File: src/hdl/i2c_register_access_master_macros.svh
// assertion macros shared by the i2c register access master
`ifndef I2C_REGISTER_ACCESS_MASTER_MACROS_SVH
`define I2C_REGISTER_ACCESS_MASTER_MACROS_SVH

// same-cycle implication, checked on every rising clock edge outside reset
`define I2CRAM_ASSERT_NOW(label, ante, cons, msg) \
   label: assert property (@(posedge clock) disable iff (reset) (ante) |-> (cons)) \
      else $error(msg);

// next-cycle implication
`define I2CRAM_ASSERT_NEXT(label, ante, cons, msg) \
   label: assert property (@(posedge clock) disable iff (reset) (ante) |=> (cons)) \
      else $error(msg);

`endif

File: src/hdl/i2cram_pkg.sv
// types and constants of the i2c register access master
`timescale 1ns / 1ps

package i2cram_pkg;

   localparam int SLOT_W = 7;

   // item kinds on the request channel
   localparam logic KIND_TICK = 1'b0;
   localparam logic KIND_CMD  = 1'b1;

   // transaction lengths in bus slots
   localparam logic [SLOT_W-1:0] WRITE_SLOTS = 7'd58;
   localparam logic [SLOT_W-1:0] READ_SLOTS  = 7'd78;

   // slot map landmarks
   localparam logic [SLOT_W-1:0] DEV_BYTE_START   = 7'd2;
   localparam logic [SLOT_W-1:0] REG_BYTE_START   = 7'd20;
   localparam logic [SLOT_W-1:0] THIRD_PART_START = 7'd38;
   localparam logic [SLOT_W-1:0] WR_STOP_START    = 7'd56;
   localparam logic [SLOT_W-1:0] RD_ADDR_START    = 7'd40;
   localparam logic [SLOT_W-1:0] RD_DATA_START    = 7'd58;
   localparam logic [SLOT_W-1:0] RD_NAK_HIGH      = 7'd74;
   localparam logic [SLOT_W-1:0] RD_NAK_LOW       = 7'd75;
   localparam logic [SLOT_W-1:0] RD_STOP_LOW      = 7'd76;

   // bus levels for one slot plus the receive strobe
   typedef struct packed {
      logic scl;
      logic sda;
      logic rx;
   } slot_lines_type;

endpackage

File: src/hdl/i2cram_slot_decode.sv
// slot map decoder: bus levels for one slot of a transaction
`timescale 1ns / 1ps

module i2cram_slot_decode
   import i2cram_pkg::*;
(
   input  logic [SLOT_W-1:0] slot,
   input  logic              is_read,
   input  logic [7:0]        device_address,
   input  logic [7:0]        register_address,
   input  logic [7:0]        write_data,
   output slot_lines_type    lines
);

   logic [7:0] read_device_address;

   // sixteen data slots (high then low clock) and two ack slots
   function automatic slot_lines_type byte_slot(input logic [SLOT_W-1:0] b,
                                                input logic [7:0] value);
      slot_lines_type l;
      logic [2:0] bit_idx;
      l.rx = 1'b0;
      bit_idx = b[3:1];
      if (b < 7'd16) begin
         l.scl = ~b[0];
         l.sda = value[3'd7 - bit_idx];
      end else begin
         l.scl = (b == 7'd16);
         l.sda = 1'b1;
      end
      return l;
   endfunction

   assign read_device_address = 8'(device_address + 8'd1);

   always_comb begin
      lines = '{scl: 1'b1, sda: 1'b1, rx: 1'b0};
      if (slot < DEV_BYTE_START) begin
         lines.sda = (slot == '0);
      end else if (slot < REG_BYTE_START) begin
         lines = byte_slot(7'(slot - DEV_BYTE_START), device_address);
      end else if (slot < THIRD_PART_START) begin
         lines = byte_slot(7'(slot - REG_BYTE_START), register_address);
      end else if (!is_read) begin
         if (slot < WR_STOP_START) begin
            lines = byte_slot(7'(slot - THIRD_PART_START), write_data);
         end else begin
            lines.sda = (slot != WR_STOP_START);
         end
      end else begin
         if (slot < RD_ADDR_START) begin
            lines.sda = (slot == THIRD_PART_START);
         end else if (slot < RD_DATA_START) begin
            lines = byte_slot(7'(slot - RD_ADDR_START), read_device_address);
         end else if (slot < RD_NAK_HIGH) begin
            // data start is even, so the slot parity gives the clock phase
            lines.scl = slot[0];
            lines.rx  = slot[0];
         end else if (slot == RD_NAK_HIGH) begin
            lines.scl = 1'b1;
         end else if (slot == RD_NAK_LOW) begin
            lines.scl = 1'b0;
         end else begin
            lines.sda = (slot != RD_STOP_LOW);
         end
      end
   end

endmodule

File: src/hdl/i2c_register_access_master.sv
// top level of the single-register i2c read/write master
`timescale 1ns / 1ps

// Single-register I2C master stepped one bus slot per tick transfer. A command
// transfer (kind = 1) starts a register write (start, device address, register
// address, data, stop: 58 slots) or a register read (start, device address,
// register address, repeated start, device address plus one, eight data bits
// MSB first, NAK, stop: 78 slots). Every request transfer produces exactly one
// response transfer with the SCL/SDA levels of that slot, busy and done flags
// and the byte of the last completed read. Acknowledge bits are not checked,
// and a command that arrives during a transaction is dropped. Throughput is one
// transfer per clock while rsp_stall is low. Each transfer passes through the
// request register and then the response register, with the slot decode and
// state update in between. The request register fills while a response waits
// on rsp_stall, so up to two transfers are held before req_stall rises.
module i2c_register_access_master
   import i2cram_pkg::*;
(
   input  logic       clock,
   input  logic       reset,
   // request channel
   input  logic       req_valid,
   output logic       req_stall,
   input  logic       req_kind,
   input  logic       req_read_not_write,
   input  logic [7:0] req_device_address,
   input  logic [7:0] req_register_address,
   input  logic [7:0] req_write_data,
   input  logic       req_sda_sample,
   // response channel
   output logic       rsp_valid,
   input  logic       rsp_stall,
   output logic       rsp_scl_level,
   output logic       rsp_sda_level,
   output logic       rsp_busy_res,
   output logic       rsp_done_res,
   output logic [7:0] rsp_read_data
);

`include "i2c_register_access_master_macros.svh"

   // request register
   logic       in_v_ff, in_v_in;
   logic       kind_ff, rnw_ff, sda_sample_ff;
   logic [7:0] dev_ff, regaddr_ff, wdata_ff;

   // transaction state
   logic              active_ff, active_in;
   logic              is_read_ff, is_read_in;
   logic [SLOT_W-1:0] slot_ff, slot_in, slot_next;
   logic [7:0]        held_dev_ff, held_dev_in;
   logic [7:0]        held_reg_ff, held_reg_in;
   logic [7:0]        held_wdata_ff, held_wdata_in;
   logic [7:0]        shift_ff, shift_in;
   logic [7:0]        read_hold_ff, read_hold_in;

   // response register
   logic       out_v_ff, out_v_in;
   logic       scl_ff, sda_ff, busy_ff, done_ff;
   logic       scl_in, sda_in, busy_in, done_in;

   logic              out_free;
   logic              advance;
   logic              take_req;
   logic [SLOT_W-1:0] total_slots;
   slot_lines_type    lines;

   // handshake: the response register frees when empty or being taken,
   // the request register moves on whenever the response side is free
   assign out_free  = !out_v_ff || !rsp_stall;
   assign advance   = in_v_ff && out_free;
   assign req_stall = in_v_ff && !out_free;
   assign take_req  = req_valid && !req_stall;
   assign in_v_in   = take_req || (in_v_ff && !out_free);
   assign out_v_in  = advance || (out_v_ff && rsp_stall);

   // slot decode from held transaction bytes
   i2cram_slot_decode u_slot_decode (
      .slot             (slot_ff),
      .is_read          (is_read_ff),
      .device_address   (held_dev_ff),
      .register_address (held_reg_ff),
      .write_data       (held_wdata_ff),
      .lines            (lines)
   );

   assign total_slots = is_read_ff ? READ_SLOTS : WRITE_SLOTS;
   assign slot_next   = 7'(slot_ff + 7'd1);

   // one item of work: command load, one bus slot, or an idle tick
   always_comb begin
      active_in     = active_ff;
      is_read_in    = is_read_ff;
      slot_in       = slot_ff;
      held_dev_in   = held_dev_ff;
      held_reg_in   = held_reg_ff;
      held_wdata_in = held_wdata_ff;
      shift_in      = shift_ff;
      read_hold_in  = read_hold_ff;
      scl_in        = 1'b1;
      sda_in        = 1'b1;
      busy_in       = 1'b0;
      done_in       = 1'b0;
      if (advance) begin
         if (kind_ff == KIND_CMD) begin
            // a command while busy is dropped; busy shows the state after it
            if (!active_ff) begin
               active_in     = 1'b1;
               is_read_in    = rnw_ff;
               held_dev_in   = dev_ff;
               held_reg_in   = regaddr_ff;
               held_wdata_in = wdata_ff;
               slot_in       = '0;
            end
            busy_in = 1'b1;
         end else if (active_ff) begin
            scl_in  = lines.scl;
            sda_in  = lines.sda;
            busy_in = 1'b1;
            if (lines.rx) begin
               shift_in = {shift_ff[6:0], sda_sample_ff};
            end
            slot_in = slot_next;
            if (slot_next >= total_slots) begin
               // last slot of the transaction
               active_in = 1'b0;
               slot_in   = '0;
               done_in   = 1'b1;
               if (is_read_ff) begin
                  read_hold_in = shift_in;
               end
            end
         end
      end
   end

   // control and transaction state
   always_ff @(posedge clock) begin
      if (reset) begin
         in_v_ff       <= 1'b0;
         out_v_ff      <= 1'b0;
         active_ff     <= 1'b0;
         is_read_ff    <= 1'b0;
         slot_ff       <= '0;
         held_dev_ff   <= '0;
         held_reg_ff   <= '0;
         held_wdata_ff <= '0;
         shift_ff      <= '0;
         read_hold_ff  <= '0;
      end else begin
         in_v_ff       <= in_v_in;
         out_v_ff      <= out_v_in;
         active_ff     <= active_in;
         is_read_ff    <= is_read_in;
         slot_ff       <= slot_in;
         held_dev_ff   <= held_dev_in;
         held_reg_ff   <= held_reg_in;
         held_wdata_ff <= held_wdata_in;
         shift_ff      <= shift_in;
         read_hold_ff  <= read_hold_in;
      end
   end

   // request payload register
   always_ff @(posedge clock) begin
      if (take_req) begin
         kind_ff       <= req_kind;
         rnw_ff        <= req_read_not_write;
         dev_ff        <= req_device_address;
         regaddr_ff    <= req_register_address;
         wdata_ff      <= req_write_data;
         sda_sample_ff <= req_sda_sample;
      end
   end

   // response payload register
   logic [7:0] rdata_ff;
   always_ff @(posedge clock) begin
      if (advance) begin
         scl_ff   <= scl_in;
         sda_ff   <= sda_in;
         busy_ff  <= busy_in;
         done_ff  <= done_in;
         rdata_ff <= read_hold_in;
      end
   end

   assign rsp_valid     = out_v_ff;
   assign rsp_scl_level = scl_ff;
   assign rsp_sda_level = sda_ff;
   assign rsp_busy_res  = busy_ff;
   assign rsp_done_res  = done_ff;
   assign rsp_read_data = rdata_ff;

   // checks on the sequencer
   `I2CRAM_ASSERT_NOW(a_slot_in_range, active_ff, slot_ff < total_slots, "slot past end")
   `I2CRAM_ASSERT_NOW(a_idle_slot_zero, !active_ff, slot_ff == '0, "idle with slot set")
   `I2CRAM_ASSERT_NEXT(a_done_ends, advance && done_in, !active_ff, "active after done")
   `I2CRAM_ASSERT_NOW(a_done_busy, out_v_ff && done_ff, busy_ff, "done without busy")

endmodule
File: config.mk
export PLATFORM = sky130hd
export DESIGN_NAME = i2c_register_access_master
export DESIGN_NICKNAME = d
export VERILOG_FILES = /design/src/hdl/i2cram_pkg.sv /design/src/hdl/i2cram_slot_decode.sv /design/src/hdl/i2c_register_access_master.sv
export VERILOG_INCLUDE_DIRS = /design/src /design/src/hdl
export SDC_FILE = /design/constraint.sdc
export NUM_CORES = 1
export LEC_CHECK = 0
export BUFFER_PORTS_ARGS = -buffer_cell sky130_fd_sc_hd__clkbuf_2
export CORE_ASPECT_RATIO = 0.7
export CORE_MARGIN = 2
export CORE_UTILIZATION = 45
export CTS_BUF_LIST = sky130_fd_sc_hd__clkbuf_8
export CTS_CLUSTER_DIAMETER = 150
export CTS_CLUSTER_SIZE = 20
export DETAILED_ROUTE_END_ITERATION = 6
export SYNTH_ARGS = -nofsm -noshare
export SYNTH_HDL_FRONTEND = slang
export SYNTH_HIERARCHICAL = 1
export SYNTH_SLANG_ARGS = --single-unit
File: constraint.sdc
create_clock -name clock -period 3 [get_ports clock]
set_clock_uncertainty 0.05 [all_clocks]
set_input_delay 0.6 -clock clock [delete_from_list [all_inputs] [get_ports clock]]
set_output_delay 0.6 -clock clock [all_outputs]
set_load 0.02 [all_outputs]
; ---- Yosys cells after proc, flatten, opt, wreduce, memory -nomap -nowiden
; Index checks and enable logic that the tools add are counted.
[word_totals]
reg_bits = 90
latchBits = 0
mem_bits_rw = 0
romBits = 0
input_bits = 31
output_inout_bits = 14
word_cells = 127
n_memories = 0
[classes]
add_sub_neg = 10
multipliers = 0
div_mod_pow = 0
order_cmp = 16
eq_ne = 10
shift = 0
muxes = 46
bitwise = 6
n_reduce_logical = 18
[ops]
columns = operator, n
row1 = $mux W8, 6
row2 = $lt A7 B5 Y1 const B, 5
row3 = $mux W7, 5
row4 = $eq A7 B5 Y1 const B, 4
row5 = $lt A7 B6 Y1 const B, 4
row6 = $mux W1, 23
row7 = $lt A3 B4 Y1 const B, 4
row8 = $eq A7 B7 Y1 const B, 2
row9 = $sub A7 B6 Y7 const B, 2
row10 = $bmux W1 S3, 4
row11 = $mux W3, 4
row12 = $sub A3 B3 Y3 const A, 4
row13 = $reduce_and A3 Y1, 3
row14 = $add A8 B1 Y8 const B, 1
row15 = $mux W2, 4
row16 = $add A7 B1 Y7 const B, 1
row17 = $eq A7 B6 Y1 const B, 1
row18 = $ge A7 B7 Y1, 1
row19 = $logic_not A7 Y1, 1
row20 = $lt A7 B2 Y1 const B, 1
row21 = $lt A7 B7 Y1 const B, 1
row22 = $ne A7 B6 Y1 const B, 1
row23 = $ne A7 B7 Y1 const B, 1
row24 = $sub A7 B2 Y7 const B, 1
row25 = other kinds (9), 22

; ---- Longest topological paths before layout
[depth]
word_depth = 17
mapped_depth = 11
depth_no_buf = 9

; ---- Hierarchy
; Netlist, hierarchy kept.
[modules_own_cells]
columns = module, instances, cells_each, area_per_inst_um2, seq_area_each_um2
row1 = i2c_register_access_master, 1, 297, 3372.0, 2192.1
row2 = i2cram_slot_decode, 1, 139, 1078.5, 0.0

; ---- Least setup slack after synthesis
; OpenSTA, ideal clock, no wires.
[synth_path]
kind = flip-flop to flip-flop
startpoint = register slot_ff[3]
endpoint = register rdata_ff[0] (netlist: rsp_read_data[0]), data pin
setup_ns = 0.263
t_arrival_ns = 2.347
required_ns = 2.687
path_slack_ns = 0.340
path_stages_with_launch = 10
path_buffers = 1
synth_period_minus_slack_ns = 2.660
cell_sequence = dfxtp_1 inv_1 ha_1 inv_1 a21oi_1 nand2b_1 nor4b_1 buf_1 mux2i_1 a21oi_1
[synth_lines]
columns = element, line_no
row1 = from (decl), i2c_register_access_master.sv:50  ; logic [SLOT_W-1:0] slot_ff, slot_in, slot_next;
row2 = from (signal assigned), i2c_register_access_master.sv:155  ; slot_ff <= slot_in;
row3 = to (signal assigned), i2c_register_access_master.sv:184  ; rdata_ff <= read_hold_in;
row4 = to (decl), i2c_register_access_master.sv:177  ; logic [7:0] rdata_ff;

; ---- Final worst setup path
[layout_path]
startpoint = register slot_ff[1]
endpoint = register rdata_ff[6] (netlist: rsp_read_data[6]), data pin
[layout_between]
elab_chain_len = 14
word_cells_on_any_way = 21
cone_classes = 1 x add/sub / 7 x order compare / 13 x mux
[layout_lines]
columns = element, line_no
row1 = $lt A7 B7 Y1, i2cram_slot_decode.sv:55  ; end else if (slot < RD_NAK_HIGH) begin
row2 = $mux W1, i2cram_slot_decode.sv:55
row3 = $mux W3, i2cram_slot_decode.sv:53  ; end else if (slot < RD_DATA_START) begin
row4 = $mux W1, i2cram_slot_decode.sv:51  ; if (slot < RD_ADDR_START) begin
row5 = $mux W3, i2cram_slot_decode.sv:44  ; end else if (!is_read) begin
row6 = $mux W3, i2cram_slot_decode.sv:42  ; end else if (slot < THIRD_PART_START) begin
row7 = $mux W3, i2cram_slot_decode.sv:40  ; end else if (slot < REG_BYTE_START) begin
row8 = $mux W1, i2cram_slot_decode.sv:38  ; if (slot < DEV_BYTE_START) begin
row9 = $mux W8, i2c_register_access_master.sv:120  ; if (lines.rx) begin
row10 = $mux W8, i2c_register_access_master.sv:129  ; if (is_read_ff) begin
row11 = $mux W8 (*), i2c_register_access_master.sv:124  ; if (slot_next >= total_slots) begin
row12 = $mux W8 (*), i2c_register_access_master.sv:116  ; end else if (active_ff) begin
row13 = $mux W8 (*), i2c_register_access_master.sv:105  ; if (kind_ff == KIND_CMD) begin
row14 = $mux W8 (*), i2c_register_access_master.sv:104  ; if (advance) begin
row15 = via read_hold_in[6], i2c_register_access_master.sv:55  ; logic [7:0] read_hold_ff, read_hold_in;
; Mark *: on every way through the listed nets, which the timed path passes. The rest lies on a longest branch.
; A chain may end at the register's enable or synchronous reset.

==> summary.log <==
[power] IR Drop Worst-Case VDD 0.000347 V
[yosys] share of the yosys chip area belonging to registers 0.493
[grt] total global routing overflow 0
[setup_path] category of the worst setup path launch point register
[yosys] Mapped Cells 436
[cts] Hold Buf Count CTS 0
[drt] total number of vias 3341
[setup_path] arrival time at the worst endpoint 2.71 ns
[cells_and_area] antenna diode count 0
[cts] post-CTS setup-driven buffer insertion count 0
[cells_and_area] area added between synthesis and finish 12.5%
[sta] Relative slew margins 0.448
[sta] slew at the pin with the worst max-slew slack 0.827 ns
[power] static power due to leakage 1.86 nW
[placed_design] detailed placement HPWL 6790 microns
[floorplanning] starting density of the core 0.461
[yosys] share of flip-flops with an asynchronous set or reset 0
[sta] min cycle time layout 2.67 ns
[placed_design] weighted congestion at the end of routability-driven global placement 0.934
[cts] worst skew pair latency 0.37 ns
[cells_and_area] count of nets after finishing 540
[cells_and_area] most common cell after layout, fill and taps aside nand2_1
[floorplanning] Vert. Die Dim 87.2 microns
[setup_path] kind of capture point of the worst setup path register
[cts] cell at the root of the clock tree clkbuf_8
[cts] clock transition at the registers of the reported paths 0.09 ns
[sta] crit share post-route 0.889
[min_path] kind of path behind the tightest hold check input pin to register
[yosys] Cell variety after synth 64
[cells_and_area] commonest cells after routing, fill and taps aside nand2_1, a21oi_1, dfxtp_1
[sta] peak clock frequency supported by timing 0.375 GHz
[drt] number of optimization iterations in the first detailed-route pass 5
[setup_path] startpoint of the worst-slack reg-to-reg timing path slot_ff[1]
[yosys] flip-flop and latch count after synthesis 90
[setup_path] critical path startpoint slot_ff[1]
[sta] final hold violations 0
[cts] CTS-repair resized insts 0
[drt] mean number of vias per cell 5.41
[drt] DR iter-0 viols 261
[floorplanning] chip width 123 microns
[drt] ANT nets after route 0
[yosys] number of enable-type register cells in the synthesized netlist 39
[sta] final slew viol count 0
[sta] number of setup violations in the final report 0
[floorplanning] die outline area 0.0107 sq mm
[floorplanning] num rows 30
[grt] All-Layer GR Usage 0.193
[drt] Post-Route WL 9680 microns
[min_path] Cells on Worst Hold Path 1
[yosys] Synth warnings 6
[job] max-cap viol count 0
[grt] global-route wire length before repair 15700 microns
[cts] clock buffer count from CTS 9
[sta] setup repair after global routing missed its margin no
[grt] via count of the first global-routing pass 3104
[drt] detailed-route DRC error count 0
[yosys] nets in the synthesized netlist 492
[setup_path] Worst Reg-to-Reg Cells 9
[cts] CTS sink cnt 90
[setup_path] critical-path maximum fanout 16
[grt] largest net degree at the start of global routing 46
[cells_and_area] post-route cell area 0.00501 sq mm
[yosys] Avg Cell Area, Syn 10.2 sq um
[cells_and_area] fraction of layout cells with a size suffix above 1 0.184
[placed_design] I/O Buffers 44
[run_status] run status finished, final reports clean
[cts] CTS H-Tree Depth 3
[power] power density over cell area 445 mW/mm^2
[setup_path] kind of critical path register to register
[placed_design] Post-Place Cell Area 0.00483 sq mm
[min_path] Worst Min Path Start req_write_data[1]
[floorplanning] core area 0.00965 sq mm
[yosys] Syn Std Cell Area 0.00445 sq mm
[cts] Clock Tree Buf Depth 2
[sta] setup total negative slack 0 ns
[setup_path] Required @ worst endpoint 3.05 ns
[drt] DR WL/cell 15.7 microns
[floorplanning] I/O pin cnt 45
[yosys] most used flip-flop cell after synthesis dfxtp_1
[grt] initial antenna violation count 0
[cts] CTS tree yes
## area by class of cell
type | count | area [sq um]
sequential | 90 | 2190
timing repair buffer | 60 | 340
clock buffer | 9 | 124
inverter | 14 | 52.6
fill | 856 | 4640
tap | 128 | 160
clock inverter | 7 | 52.6
multi-input combinational | 309 | 2080
## synth_stat cells (4+ instances only)
cell       n  area (sq um)
a211oi_1  17           128
a21oi_1   54           270
and2_1     4          25.0
buf_2      4          20.0
buf_6      4          45.0
clkbuf_1  11          41.3
dfxtp_1   51          1020
edfxtp_1  39          1170
ha_1      25           313
inv_1     13          48.8
mux2i_1   17           170
nand2_1   70           263
nand2b_1   8          50.1
nand3_1    6          30.0
nand4_1    6          37.5
nor2_1    20          75.1
nor2b_1    7          43.8
o211ai_1   4          30.0
o21ai_0    5          25.0
or3_1      4          25.0
xor2_1     6          52.6
## sequential cells by signal (all words and copies together) (netlist names), 7 cells and up
register       count
slot_ff            7
read_hold_ff       8
held_wdata_ff      8
dev_ff             8
held_dev_ff        8
shift_ff           8
held_reg_ff        8
wdata_ff           8
regaddr_ff         8
rsp_read_data      8
## through the flow
| step | power, mW | setup WS (ns) | util | std cells | hold WS [ns] |
|---|---|---|---|---|---|
| 4_1_cts | 2.26 | 0.363 | 0.519 | 617 | 0.334 |
| 6_report | 2.23 | 0.334 | 0.519 | 617 | 0.347 |
| 2_1_floorplan | 1.44 | 0.340 | - | 436 | 0.383 |
| 3_3_place_gp | 1.50 | 0.416 | 0.501 | 601 | 0.395 |
| 3_5_place_dp | 1.50 | 0.388 | 0.501 | 601 | 0.395 |
| 5_1_grt | 2.32 | 0.0558 | 0.519 | 617 | 0.325 |
## where the power goes
group | switching (mW) | internal, mW | total [mW]
clock | 0.449 | 0.308 | 0.757
combinational | 0.0807 | 0.0484 | 0.129
sequential | 0.0211 | 1.32 | 1.34
## path summary, 6_finish.rpt
| path | endpoint | slack (ns) |
|---|---|---|
| max | rsp_read_data[6] | 0.33 |
| max reg2reg | rsp_read_data[6] | 0.33 |
| min reg2reg | held_wdata_ff[2] | 0.41 |
| min | wdata_ff[1] | 0.35 |
## worst max-delay path: stages (launching register included)
cell,delay [ns]
dfxtp_1,0.44
ha_1,0.25
nand2_1,0.07
nor2_1,0.11
xor2_1,0.11
ha_1,0.32
nand3_1,0.10
o31ai_2,0.28
and2_1,0.53
a21oi_1,0.14
## cells by family after synthesis
group	count (synthesis)	share of synthesized area
simple gates	144	0.157
compound gates	112	0.170
flops	90	0.493
buf+inv	37	0.0410
fa+ha+maj	25	0.0703
mux	20	0.0534
xor+xnor	8	0.0157
## layer usage
layer	up-vias	GRT usage	share of wire
li1	1674	-	-
met1	1556	0.286	0.50
met2	100	0.264	0.42
met3	11	0.0563	0.067
met4	0	0.0690	0.014
met5	-	0	0
(Power assumes the default switching activity.)
